**config.mk**
```make
export PLATFORM = sky130hd
export DESIGN_NAME = fpa_front
export DESIGN_NICKNAME = d
export VERILOG_FILES = /design/src/design/fixed_point_alu_checked_assert.svh /design/src/design/fpa_pkg.sv /design/src/design/fpa_front.sv
export SDC_FILE = /design/constraint.sdc
export NUM_CORES = 1
export LEC_CHECK = 0
export BUFFER_PORTS_ARGS = -buffer_cell sky130_fd_sc_hd__buf_2
export CORE_ASPECT_RATIO = 1.2
export CORE_MARGIN = 8
export CORE_UTILIZATION = 42
export DETAILED_ROUTE_END_ITERATION = 12
export PLACE_DENSITY = 0.91
export SETUP_SLACK_MARGIN = 0.5
export SLEW_MARGIN = 20
export SYNTH_ARGS = -nofsm -noshare
export SYNTH_HDL_FRONTEND = slang
export SYNTH_SLANG_ARGS = --single-unit
```
**constraint.sdc**
```tcl
create_clock -name vclk -period 4.5
set_input_delay 0.9 -clock vclk [all_inputs]
set_output_delay 0.9 -clock vclk [all_outputs]
set_load 0.005 [all_outputs]
```
**src/design/fixed_point_alu_checked_assert.svh**
```systemverilog
// assertion macros shared by the checked alu
`ifndef FIXED_POINT_ALU_CHECKED_ASSERT_SVH
`define FIXED_POINT_ALU_CHECKED_ASSERT_SVH
`ifndef SYNTH
// same-cycle implication
`define FPA_ASSERT_IMP(label, clk, rst_n, ante, cons) \
  label: assert property (@(posedge clk) disable iff (!rst_n) (ante) |-> (cons)) \
    else $error("assertion failed");
// next-cycle implication
`define FPA_ASSERT_NXT(label, clk, rst_n, ante, cons) \
  label: assert property (@(posedge clk) disable iff (!rst_n) (ante) |=> (cons)) \
    else $error("assertion failed");
`else
`define FPA_ASSERT_IMP(label, clk, rst_n, ante, cons)
`define FPA_ASSERT_NXT(label, clk, rst_n, ante, cons)
`endif
`endif

```
**src/design/fpa_pkg.sv**
```systemverilog
package fpa_pkg;

  localparam int FRACTION_BITS = 16;
  localparam int DIV_W = 32 + FRACTION_BITS;
  localparam int NUM_ST = DIV_W + 1;
  localparam int Q_DEPTH = 2;
  localparam int Q_PTR_W = $clog2(Q_DEPTH);
  localparam int Q_CNT_W = $clog2(Q_DEPTH + 1);

  localparam logic [2:0] OP_ADD = 3'd0;
  localparam logic [2:0] OP_SUB = 3'd1;
  localparam logic [2:0] OP_MUL = 3'd2;
  localparam logic [2:0] OP_DIV = 3'd3;
  localparam logic [2:0] OP_NEG = 3'd4;

  localparam logic [1:0] ST_OK = 2'd0;
  localparam logic [1:0] ST_OVERFLOW = 2'd1;
  localparam logic [1:0] ST_UNDERFLOW = 2'd2;
  localparam logic [1:0] ST_DIVZERO = 2'd3;

  typedef enum logic [2:0] {
    KIND_ADD,
    KIND_SUB,
    KIND_MUL,
    KIND_DIV,
    KIND_NEG,
    KIND_NOP
  } kind_e;

  typedef struct packed {
    logic [2:0]          req_type;
    logic signed [31:0]  operand_a;
    logic signed [31:0]  operand_b;
  } req_t;

  typedef struct packed {
    logic signed [31:0]  result_value;
    logic [1:0]          status_code;
  } rsp_t;

  typedef struct packed {
    kind_e               kind;
    logic signed [31:0]  a;
    logic signed [31:0]  b;
    logic [31:0]         ua;
    logic [31:0]         ub;
    logic                neg;
    logic                dz;
  } q_ent_t;

  typedef struct packed {
    logic                push;
    logic                pop;
    logic [Q_CNT_W-1:0]  cnt;
  } q_stat_t;

  // range check to signed 32 bits, zero result with an error status when out of range
  function automatic rsp_t range_chk(logic signed [63:0] v);
    rsp_t r;
    r.result_value = '0;
    r.status_code = ST_OK;
    if (!v[63] && (v[62:31] != '0)) begin
      r.status_code = ST_OVERFLOW;
    end else if (v[63] && (v[62:31] != '1)) begin
      r.status_code = ST_UNDERFLOW;
    end else begin
      r.result_value = v[31:0];
    end
    return r;
  endfunction

endpackage

```
**src/design/fpa_front.sv**
```systemverilog
module fpa_front (
  input  fpa_pkg::req_t   req_i,
  output fpa_pkg::q_ent_t ent_o
);

  // decode the operation and prepare divider operands
  always_comb begin
    ent_o.a = req_i.operand_a;
    ent_o.b = req_i.operand_b;
    ent_o.ua = req_i.operand_a[31] ? 32'(-req_i.operand_a) : req_i.operand_a;
    ent_o.ub = req_i.operand_b[31] ? 32'(-req_i.operand_b) : req_i.operand_b;
    ent_o.neg = req_i.operand_a[31] ^ req_i.operand_b[31];
    ent_o.dz = (req_i.operand_b == '0);
    unique case (req_i.req_type)
      fpa_pkg::OP_ADD: ent_o.kind = fpa_pkg::KIND_ADD;
      fpa_pkg::OP_SUB: ent_o.kind = fpa_pkg::KIND_SUB;
      fpa_pkg::OP_MUL: ent_o.kind = fpa_pkg::KIND_MUL;
      fpa_pkg::OP_DIV: ent_o.kind = fpa_pkg::KIND_DIV;
      fpa_pkg::OP_NEG: ent_o.kind = fpa_pkg::KIND_NEG;
      default:         ent_o.kind = fpa_pkg::KIND_NOP;
    endcase
  end

endmodule

```
After elaboration in Yosys (flattened, before gate mapping) --
Cells that the tools add are included. Widths: inputs -> output; s select.
Cells by class: add/sub/neg operators 2, equality and inequality tests 4, multiplexer cells 3, bitwise logic cells 1, reduce and logical (&&, ||, !) cells 2
Operator list (number):
- $mux 32 | 2
- $neg 32->32 | 2
- $logic_not 32->1 | 1
- $pmux 3 s5 | 1
- $eq 3x2->1 const B | 2
- $eq 3x1->1 const B | 1
- $eq 3x3->1 const B | 1
- $logic_not 3->1 | 1
- $xor 1x1->1 | 1
Storage, ports and cells: flip-flop bits (word level) 0, output and inout port bits 133

Depth between registers and ports, before layout --
depth in word-level cells 2, mapped depth 7, depth with buffers taken out 6

Worst setup path before layout --
OpenSTA, ideal clock, no wires.
path type input to output, from input port req_i[14] in the netlist's numbering, to output port ent_o[20] in the netlist's numbering, arrival 2.176 ns, required time 3.600 ns, path slack 1.424 ns, stages 5, path buffers 2, cells stage by stage or4_1 > buf_4 > buf_6 > o41ai_2 > xnor2_1
RTL lines:
- from (decl) | RTL line fpa_front.sv:2 | input fpa_pkg::req_t req_i,
- to (decl) | RTL line fpa_front.sv:3 | output fpa_pkg::q_ent_t ent_o

==> reports/qor.yml <==
hp-class: "in2out"
antenna_left: 0
synth_top_area_share_pct: 24.6
synth_largest_area_cell: "xnor2_1"
ys_seq_area_share_pct: 0
setup_viol: 0
slew_violations: 0
synth_area_leaders: "xnor2_1 25%, buf_4 24%, o31ai_1 5.8%"
endpoint: "ent_o[0]"
syn_area_per_cell_um2: 7.61
timing.hold.ws_ns: 2.00
core_um2: 4830
grt_pass1_wl_mm: 11.5
p_int_w: 0.000132
num-clock-buffers: 0
grt_pass1_vias: 2443
finalCritPeriodShare_pct: 83.2
cts_resized: 0
numPortBuffers: 200
min_period_ns: 3.75
cp.required_ns: 3.60
fin_nets: 464
cp-end-kind: "output pin"
viasPerCell: 5.38
seq_cell_count: 0
area_growth_pct: 25.3
start_util_pct: 42.7
place_inst: 453
power_frac_comb_pct: 100.0
drt_iter0_drc: 63
hold_viol: 0
die_w_um: 80.0
arrival_ns: 2.85
wire_per_inst_um: 16.8
crit_family: "simple AND/OR/NAND/NOR gates"
die_h_um: 92.8
path_max_fanout: 11
layout_commonest_cell: "buf_2"
final_cell_mix: "200 x buf_2, 58 x xnor2_1, 20 x nand2_1, 16 x o31ai_1, 14 x o21ai_0"
antenna_found_initial: 2
leakage_nw: 1.20
worst_pin_slew_ns: 0.720
hold_buffers: 0
synth_area_um2: 2060
p_per_area_nw_per_um2: 104
diodes: 0
mappedNetlistNets: 340
routabilityCongestion: 0.903
dp_hpwl_mm: 6.63
finalWirelength_mm: 7.62
syn-instance-count: 271
criticalPathCategory: "in2out"
startpoint_type: "primary input"
ios: 200
min_path_cells: 2
dr.pass1.iters: 4
grtUsageTotal_pct: 18.0
cp.depth: 8
n_fill_cell: 459
ff_latch_area_um2: 0
tns_ns: 0
cpMostUsedCell: "buf_2"
grt_overflow_total: 0
critPathBufInv: 3
timing.slew.headroom_pct: 52.0
yosysUniqueCellTypes: 38
crit_path_cell_trace: "buf_2 -> inv_1 -> ha_1 -> nor2b_1 -> nand4_1 -> or3_1 -> nor3_1 -> buf_2"
dr_total_vias: 2436
peakVddDrop_mv: 0.0439
grt_max_degree: 36
fin_cells: 453
outcome: "complete, no violations"
swShare_pct: 51.0
p_seq_share_pct: 0
p_clk_share_pct: 0
synth_warnings: 0
max_stage_delay_ns: 0.53
multi_input_area_um2: 1490
drc: 0
grt_setup_unrepaired: "no"
fmax_ghz: 0.267
cts_setup_buffers: 0
rows: 28
worstSetupStartpoint: "req_i[1]"
dieArea_um2: 7420
net-switching-power_w: 0.000138
drive_gt1_share_pct: 57.3
cp_slowest_cell: "or3_1"
maxCapViolations: 0
[cells by family (layout without fill, tap and decap cells)]
family	Yosys count	after routing	share of synthesized area, %
buffers and inverters	83	205	27.7
AOI/OAI and AO/OA	52	52	22.1
xor gates and xnor gates	59	59	25.0
adders and majority gates	2	2	1.21
and+or+nand+nor	75	75	23.9
[power by group through the flow]
stage | clock network (W) | logic (W) | registers (W)
2_1_floorplan | 0 | 0.000154 | 0
3_3_place_gp | 0 | 0.000266 | 0
3_5_place_dp | 0 | 0.000273 | 0
4_1_cts | 0 | 0.000274 | 0
5_1_grt | 0 | 0.000298 | 0
6_report | 0 | 0.000270 | 0
[Yosys cell counts (all sizes together)]
cell type,number
buf,71
xnor2,58
nand2,20
o31ai,19
o41ai,18
o21ai,14
nor3,10
clkbuf,7
nor4,7
or3,6
inv,5
nand2b,5
nor2,5
or2,4
or4,4
nand3,3
nand4,3
ha,2
nand3b,2
nor2b,2
a21o,1
and4bb,1
nand4b,1
nor4b,1
nor4bb,1
xor2,1
[through the flow]
stage          worst slack (ns)  area [um^2]  util, %  power, W
2_1_floorplan              1.42         2060        -  0.000154
3_3_place_gp              0.840         2590     53.5  0.000266
3_5_place_dp              0.799         2590     53.5  0.000273
4_1_cts                   0.794         2590     53.5  0.000274
5_1_grt                   0.574         2590     53.5  0.000298
6_report                  0.755         2590     53.5  0.000270
[cell type report]
type | count | area share (%)
repair buffers | 200 | 38.7
inverters | 5 | 0.726
multi-input cells | 188 | 57.7
well taps | 60 | 2.90
[worst min-delay path by stage]
| stage | startpoint | endpoint |
|---|---|---|
| CTS | req_i[66] | ent_o[132] |
| global route | req_i[55] | ent_o[121] |
| finish | req_i[66] | ent_o[132] |
| floorplan | req_i[66] | ent_o[131] |
| detailed placement | req_i[66] | ent_o[132] |
| global placement | req_i[66] | ent_o[132] |
[layer usage]
layer | part of all wire (%) | track usage (%) | vias up
li1 | - | - | 1154
met4 | 1.3 | 3.19 | 4
met2 | 52 | 33.5 | 142
met3 | 12 | 6.20 | 12
met1 | 35 | 18.9 | 1124
met5 | 0.32 | 0 | -
(Power assumes the default switching activity.)
