**src/design/fixed_point_alu_checked_assert.svh**
```systemverilog
// assertion macros shared by the checked alu
`ifndef FIXED_POINT_ALU_CHECKED_ASSERT_SVH
`define FIXED_POINT_ALU_CHECKED_ASSERT_SVH
`ifndef SYNTH
// same-cycle implication
`define FPA_ASSERT_IMP(label, clk, rst_n, ante, cons) \
  label: assert property (@(posedge clk) disable iff (!rst_n) (ante) |-> (cons)) \
    else $error("assertion failed");
// next-cycle implication
`define FPA_ASSERT_NXT(label, clk, rst_n, ante, cons) \
  label: assert property (@(posedge clk) disable iff (!rst_n) (ante) |=> (cons)) \
    else $error("assertion failed");
`else
`define FPA_ASSERT_IMP(label, clk, rst_n, ante, cons)
`define FPA_ASSERT_NXT(label, clk, rst_n, ante, cons)
`endif
`endif

```
**src/design/fpa_pkg.sv**
```systemverilog
package fpa_pkg;

  localparam int FRACTION_BITS = 16;
  localparam int DIV_W = 32 + FRACTION_BITS;
  localparam int NUM_ST = DIV_W + 1;
  localparam int Q_DEPTH = 2;
  localparam int Q_PTR_W = $clog2(Q_DEPTH);
  localparam int Q_CNT_W = $clog2(Q_DEPTH + 1);

  localparam logic [2:0] OP_ADD = 3'd0;
  localparam logic [2:0] OP_SUB = 3'd1;
  localparam logic [2:0] OP_MUL = 3'd2;
  localparam logic [2:0] OP_DIV = 3'd3;
  localparam logic [2:0] OP_NEG = 3'd4;

  localparam logic [1:0] ST_OK = 2'd0;
  localparam logic [1:0] ST_OVERFLOW = 2'd1;
  localparam logic [1:0] ST_UNDERFLOW = 2'd2;
  localparam logic [1:0] ST_DIVZERO = 2'd3;

  typedef enum logic [2:0] {
    KIND_ADD,
    KIND_SUB,
    KIND_MUL,
    KIND_DIV,
    KIND_NEG,
    KIND_NOP
  } kind_e;

  typedef struct packed {
    logic [2:0]          req_type;
    logic signed [31:0]  operand_a;
    logic signed [31:0]  operand_b;
  } req_t;

  typedef struct packed {
    logic signed [31:0]  result_value;
    logic [1:0]          status_code;
  } rsp_t;

  typedef struct packed {
    kind_e               kind;
    logic signed [31:0]  a;
    logic signed [31:0]  b;
    logic [31:0]         ua;
    logic [31:0]         ub;
    logic                neg;
    logic                dz;
  } q_ent_t;

  typedef struct packed {
    logic                push;
    logic                pop;
    logic [Q_CNT_W-1:0]  cnt;
  } q_stat_t;

  // range check to signed 32 bits, zero result with an error status when out of range
  function automatic rsp_t range_chk(logic signed [63:0] v);
    rsp_t r;
    r.result_value = '0;
    r.status_code = ST_OK;
    if (!v[63] && (v[62:31] != '0)) begin
      r.status_code = ST_OVERFLOW;
    end else if (v[63] && (v[62:31] != '1)) begin
      r.status_code = ST_UNDERFLOW;
    end else begin
      r.result_value = v[31:0];
    end
    return r;
  endfunction

endpackage

```
**src/design/fpa_queue.sv**
```systemverilog
module fpa_queue (
  input  logic             clk_i,
  input  logic             rst_ni,
  input  logic             push_i,
  input  fpa_pkg::q_ent_t  ent_i,
  input  logic             pop_i,
  output fpa_pkg::q_ent_t  head_o,
  output logic             full_o,
  output logic             empty_o,
  output fpa_pkg::q_stat_t stat_o
);

  fpa_pkg::q_ent_t mem_q [fpa_pkg::Q_DEPTH];
  logic [fpa_pkg::Q_PTR_W-1:0] wr_q, wr_d, rd_q, rd_d;
  logic [fpa_pkg::Q_CNT_W-1:0] cnt_q, cnt_d;
  logic do_push, do_pop;

  assign full_o = (cnt_q == fpa_pkg::Q_CNT_W'(fpa_pkg::Q_DEPTH));
  assign empty_o = (cnt_q == '0);
  assign do_push = push_i && !full_o;
  assign do_pop = pop_i && !empty_o;
  assign head_o = mem_q[rd_q];

  // pointer and fill count update
  always_comb begin
    wr_d = do_push ? wr_q + 1'b1 : wr_q;
    rd_d = do_pop ? rd_q + 1'b1 : rd_q;
    cnt_d = cnt_q;
    if (do_push && !do_pop) begin
      cnt_d = cnt_q + 1'b1;
    end else if (do_pop && !do_push) begin
      cnt_d = cnt_q - 1'b1;
    end
  end

  always_ff @(posedge clk_i or negedge rst_ni) begin
    if (!rst_ni) begin
      wr_q <= '0;
      rd_q <= '0;
      cnt_q <= '0;
    end else begin
      wr_q <= wr_d;
      rd_q <= rd_d;
      cnt_q <= cnt_d;
    end
  end

  // entry storage
  always_ff @(posedge clk_i) begin
    if (do_push) begin
      mem_q[wr_q] <= ent_i;
    end
  end

  assign stat_o.push = do_push;
  assign stat_o.pop = do_pop;
  assign stat_o.cnt = cnt_q;

endmodule

```
**config.mk**
```make
export PLATFORM = sky130hd
export DESIGN_NAME = fpa_queue
export DESIGN_NICKNAME = d
export VERILOG_FILES = /design/src/design/fixed_point_alu_checked_assert.svh /design/src/design/fpa_pkg.sv /design/src/design/fpa_queue.sv
export SDC_FILE = /design/constraint.sdc
export NUM_CORES = 1
export LEC_CHECK = 0
export BUFFER_PORTS_ARGS = -buffer_cell sky130_fd_sc_hd__buf_2
export CAP_MARGIN = 0
export CELL_PAD_IN_SITES_DETAIL_PLACEMENT = 1
export CELL_PAD_IN_SITES_GLOBAL_PLACEMENT = 1
export CORE_MARGIN = 8
export CORE_UTILIZATION = 44
export DETAILED_ROUTE_END_ITERATION = 7
export PLACE_DENSITY = 0.83
export SETUP_SLACK_MARGIN = 0.02
export SYNTH_ARGS = -nofsm -noshare
export SYNTH_HDL_FRONTEND = slang
export SYNTH_SLANG_ARGS = --single-unit
```
**constraint.sdc**
```tcl
create_clock -name clk_i -period 9.75 [get_ports clk_i]
set_input_delay 0.4875 -clock clk_i [delete_from_list [all_inputs] [get_ports clk_i]]
set_output_delay 0.4875 -clock clk_i [all_outputs]
set_load 0.02 [all_outputs]
```
-- Yosys cells after proc, flatten, opt, wreduce, memory -nomap -nowiden
Memories as Yosys holds them, arrays and structs flattened.
Cells that the tools add are included.
- input port bits: 137
- RAM bits: 266
- memories: 1
- register bits: 4
- memories (name ; words ; bits a word ; read ports ; clocked after memory_dff ; write ports ; line ; source):
    mem_q ; 2 ; 133 ; 1 ; 0 ; 1 ; fpa_queue.sv:13 ; fpa_pkg::q_ent_t mem_q [fpa_pkg::Q_DEPTH];
- mux-type cells: 4
- reduce and logical (&&, ||, !) cells: 10
- equal/unequal tests: 1
- add/subtract/negate cells: 4
- operators with widths (operator ; number):
    1-bit logical AND ; 4
    1-bit logical NOT ; 4
    2-bit 2-to-1 mux ; 2
    1-bit adder, second input constant ; 2
    2-bit by 1-bit adder with 2-bit output, second input constant ; 1
    2-bit equality test, second input constant ; 1
    2-bit logical NOT ; 1
    1-bit 2-to-1 mux ; 2
    2-bit nonzero test ; 1
    2-bit by 1-bit subtractor with 2-bit output, second input constant ; 1

-- Longest topological paths before layout
- depth in word-level cells: 7
- depth in mapped cells: 7

-- Worst setup path after synthesis
OpenSTA, ideal clock, no wires.
- path type: register to register
- from: register cnt_q[0] (netlist name)
- to: memory mem_q[0][0] (netlist name), enable pin
- data arrival time: 6322 ps
- slack: 2801 ps
- period minus slack after synthesis: 6949 ps
- stages on the path, launching flop included: 4
- data required time: 9123 ps
- cell sequence: dfrtp_1 nand2b_1 nand2_1 nor2_1
- longest elaborated chain between the ends: 5
- RTL lines (what ; line ; source):
    start, declared ; fpa_queue.sv:15 ; logic [fpa_pkg::Q_CNT_W-1:0] cnt_q, cnt_d;
    start signal, assigned ; fpa_queue.sv:44 ; cnt_q <= cnt_d;
    2-bit equality test ; fpa_queue.sv:18 ; assign full_o = (cnt_q == fpa_pkg::Q_CNT_W'(fpa_pkg::Q_DEPTH));
    1-bit logical NOT ; fpa_queue.sv:20 ; assign do_push = push_i && !full_o;
    1-bit logical AND ; fpa_queue.sv:20 ;
    1-bit 2-to-1 mux ; fpa_queue.sv:50 ; if (do_push) begin
    1-bit 2-to-1 mux (implied by the code) ; fpa_queue.sv:51 ; mem_q[wr_q] <= ent_i;
    end, declared ; fpa_queue.sv:13 ;
No other way between the ends.

==> impl_metrics.yaml <==
timing:
  timing.final.crit_share: 0.381
  rsz0062_at_grt: "false"
  finClkSkew_ns: 0.00733
  setup_violations: 0
  relSlewSlack: 0.272
  worstMarginPinSlew_ns: 1.09
  final_max_slew_viol_count: 0
  fin_crit_ns: 3.72
  setup_ws_ns: 6.03
  finalHoldViolations: 0
  max_clock_freq_mhz: 269
  setup_tns_ns: 0
clocking:
  clock_latency_ns: 0.53
  clk_pin_slew_worst_paths_ns: 0.06
  cts_buffer_depth: 3
  root_buffer: "clkbuf_16"
  cts_tree: "done"
  htree_levels: 1
  cts_buffers: 28
  clock_sinks: 270
worst_setup_path:
  reg2regPathDepth: 3
  path_class: "reg -> out"
  cp-start-kind: "flip-flop"
  path_cells: "buf_4, mux2_2, buf_2"
  rr_startpoint: "cnt_q[0]"
  critPathMaxStageDelay_ns: 1.09
  crit_family: "flip-flops"
  reg2reg_to: "mem_q[1][4]"
  cp_data_arrival_time_ns: 3.23
  cp.required_ns: 9.26
  worstPathMaxFanout: 68
  endpoint_kind: "output port"
  cpMaxStageDelayCell: "dfrtp_4"
  ff2ff_setup_slack_ns: 6.92
  cp_num_buf_inv: 2
yosys:
  synth_flop_cell: "edfxtp_1"
  ys_top_cells_by_count: "edfxtp_1, mux2_2, mux2_4"
  synth_nets: 574
  avgSynthCellArea_sq_um: 23.1
  syn_area_sq_um: 10100
  ys_seq_area_frac: 0.805
  synth_top_area_frac: 0.795
  yosysMostFrequentCell: "edfxtp_1"
  synth_edf_count: 266
  async_flop_share: 0.0148
  synth_area_leaders: "edfxtp_1, mux2_4, mux2_2"
  synthCells: 436
  synthDistinctLibCells: 16
  yosysWarnings: 0
  ys_seq_elements: 270
  yosysTopAreaCell: "edfxtp_1"
grt:
  grt_pass1_vias: 5924
  antenna_found_initial: 5
  overflow: 0
  grt_max_degree: 78
  grtUsageTotal: 0.159
  grt_pass1_wl_um: 34600
drt:
  ant_nets: 0
  drc: 0
  vias: 5070
  drt-initial-drc-count: 224
  wire_per_inst_um: 22.1
  wl_um: 22900
  viasPerCell: 4.90
  firstDrtPassIters: 4
power:
  p_leak_nw: 4.91
  ir_drop_mv: 0.296
  total_power_mw: 4.12
  power_density_nw_per_um2: 326
cells_and_area:
  areaGrowthSynthToFinish_pct: 25.6
  drive_gt1_frac: 0.606
  nNetsFinal: 867
  final_area_sq_um: 12600
  stdcell_count: 1035
placed_design:
  dpl.hpwl_um: 16000
  dpl.cell_count: 983
  dpl_cell_area_sq_um: 11700
  io_buffers: 275
  preCtsSetupSlack_ns: 6.49
  globalplace.congestion: 0.763
worst_hold_path:
  worstHoldEndpoint: "mem_q[1][41]"
  holdPathStages: 1
  hold_start: "ent_i[41]"
  hp-class: "in -> reg"
die:
  chipWidth_um: 167
  num_rows: 55
  io_pins: 276
  die_area_sq_um: 27900
  fp.dieH_um: 167
  coreArea_sq_um: 22500
  initial_utilization: 0.447
outcome:
  outcome: "finished, final reports clean"
run:
  drv_cap: 0
## layout by cell type (no fill, tap or decap)
cell and n:
clkinv_1 5, o21ai_0 1, clkinvlp_4 2, and3_4 1
xnor2_1 3, clkinv_2 4, clkbuf_16 29, nor2_1 2
nand2b_1 1, xor2_1 2, nor2_4 1, mux2_2 73
diode_2 1, dfrtp_1 3, clkbuf_1 6, mux2_4 60
inv_1 3, ha_1 1, dlygate4sd3_1 1, edfxtp_1 266
dfrtp_4 1, buf_4 4, buf_2 275, nand2_1 1
bufinv_16 4
## logic make-up after synthesis
family | count (synthesis) | share of synthesized area
adder cells (fa/ha/maj) | 1 | 0.00124
XOR/XNOR | 5 | 0.00436
flip-flops | 270 | 0.805
buffers and inverters | 20 | 0.0151
AO/OA/AOI/OAI | 1 | 0.000497
multiplexers | 133 | 0.171
AND/OR/NAND/NOR | 6 | 0.00274
## repair_timing
action                                  CTS  global route
endpoints found under the setup margin    0             0
hold buffers                              1             0
setup buffers                             0             0
endpoints found under the hold margin     4             0
gates resized for setup                   0             0
## report_power, final
group	switching (mW)	total [mW]	internal [mW]
Sequential	0.139	1.73	1.59
Clock	0.417	1.06	0.646
Combinational	0.774	1.33	0.551
Total	1.33	4.12	2.79
## registers in the layout, summed over array words and instances, names as in the netlist
signal  cells
mem_q     266
cnt_q       2
wr_q        1
rd_q        1
## how the worst max path moves through the flow
| stage | startpoint | to | slack [ns] | depth (start not counted) |
|---|---|---|---|---|
| 2_1_floorplan | cnt_q[0] | mem_q[0][0] | 2.80 | 3 |
| 3_3_place_gp | rd_q | head_o[23] | 6.59 | 3 |
| 3_5_place_dp | rd_q | head_o[33] | 6.49 | 3 |
| 4_1_cts | rd_q | head_o[33] | 5.91 | 3 |
| 5_1_grt | rd_q | head_o[108] | 5.80 | 3 |
| 6_report | rd_q | head_o[109] | 6.03 | 3 |
## metal layers
layer | share of wire | track usage
met1 | 0.38 | 0.176
met2 | 0.52 | 0.286
met3 | 0.082 | 0.0569
met4 | 0.018 | 0.0388
met5 | 0.0021 | 0
## area by class of cell
cell class / instances / area (sq um)
clock inverter: 15 / 174
timing repair buffer: 280 / 1420
clock buffer: 35 / 748
antenna: 1 / 2.50
tap: 285 / 357
inverter: 3 / 11.3
sequential: 270 / 8090
multi-input combinational: 146 / 1820
fill: 2084 / 9880
## metrics by stage
stage	utilization	hold WS, ns
3_3_place_gp	0.519	0.299
5_1_grt	0.561	0.123
3_5_place_dp	0.519	0.301
4_1_cts	0.561	0.120
6_report	0.561	0.149
2_1_floorplan	-	0.192
No activity file was read; power rests on OpenSTA's default activity.
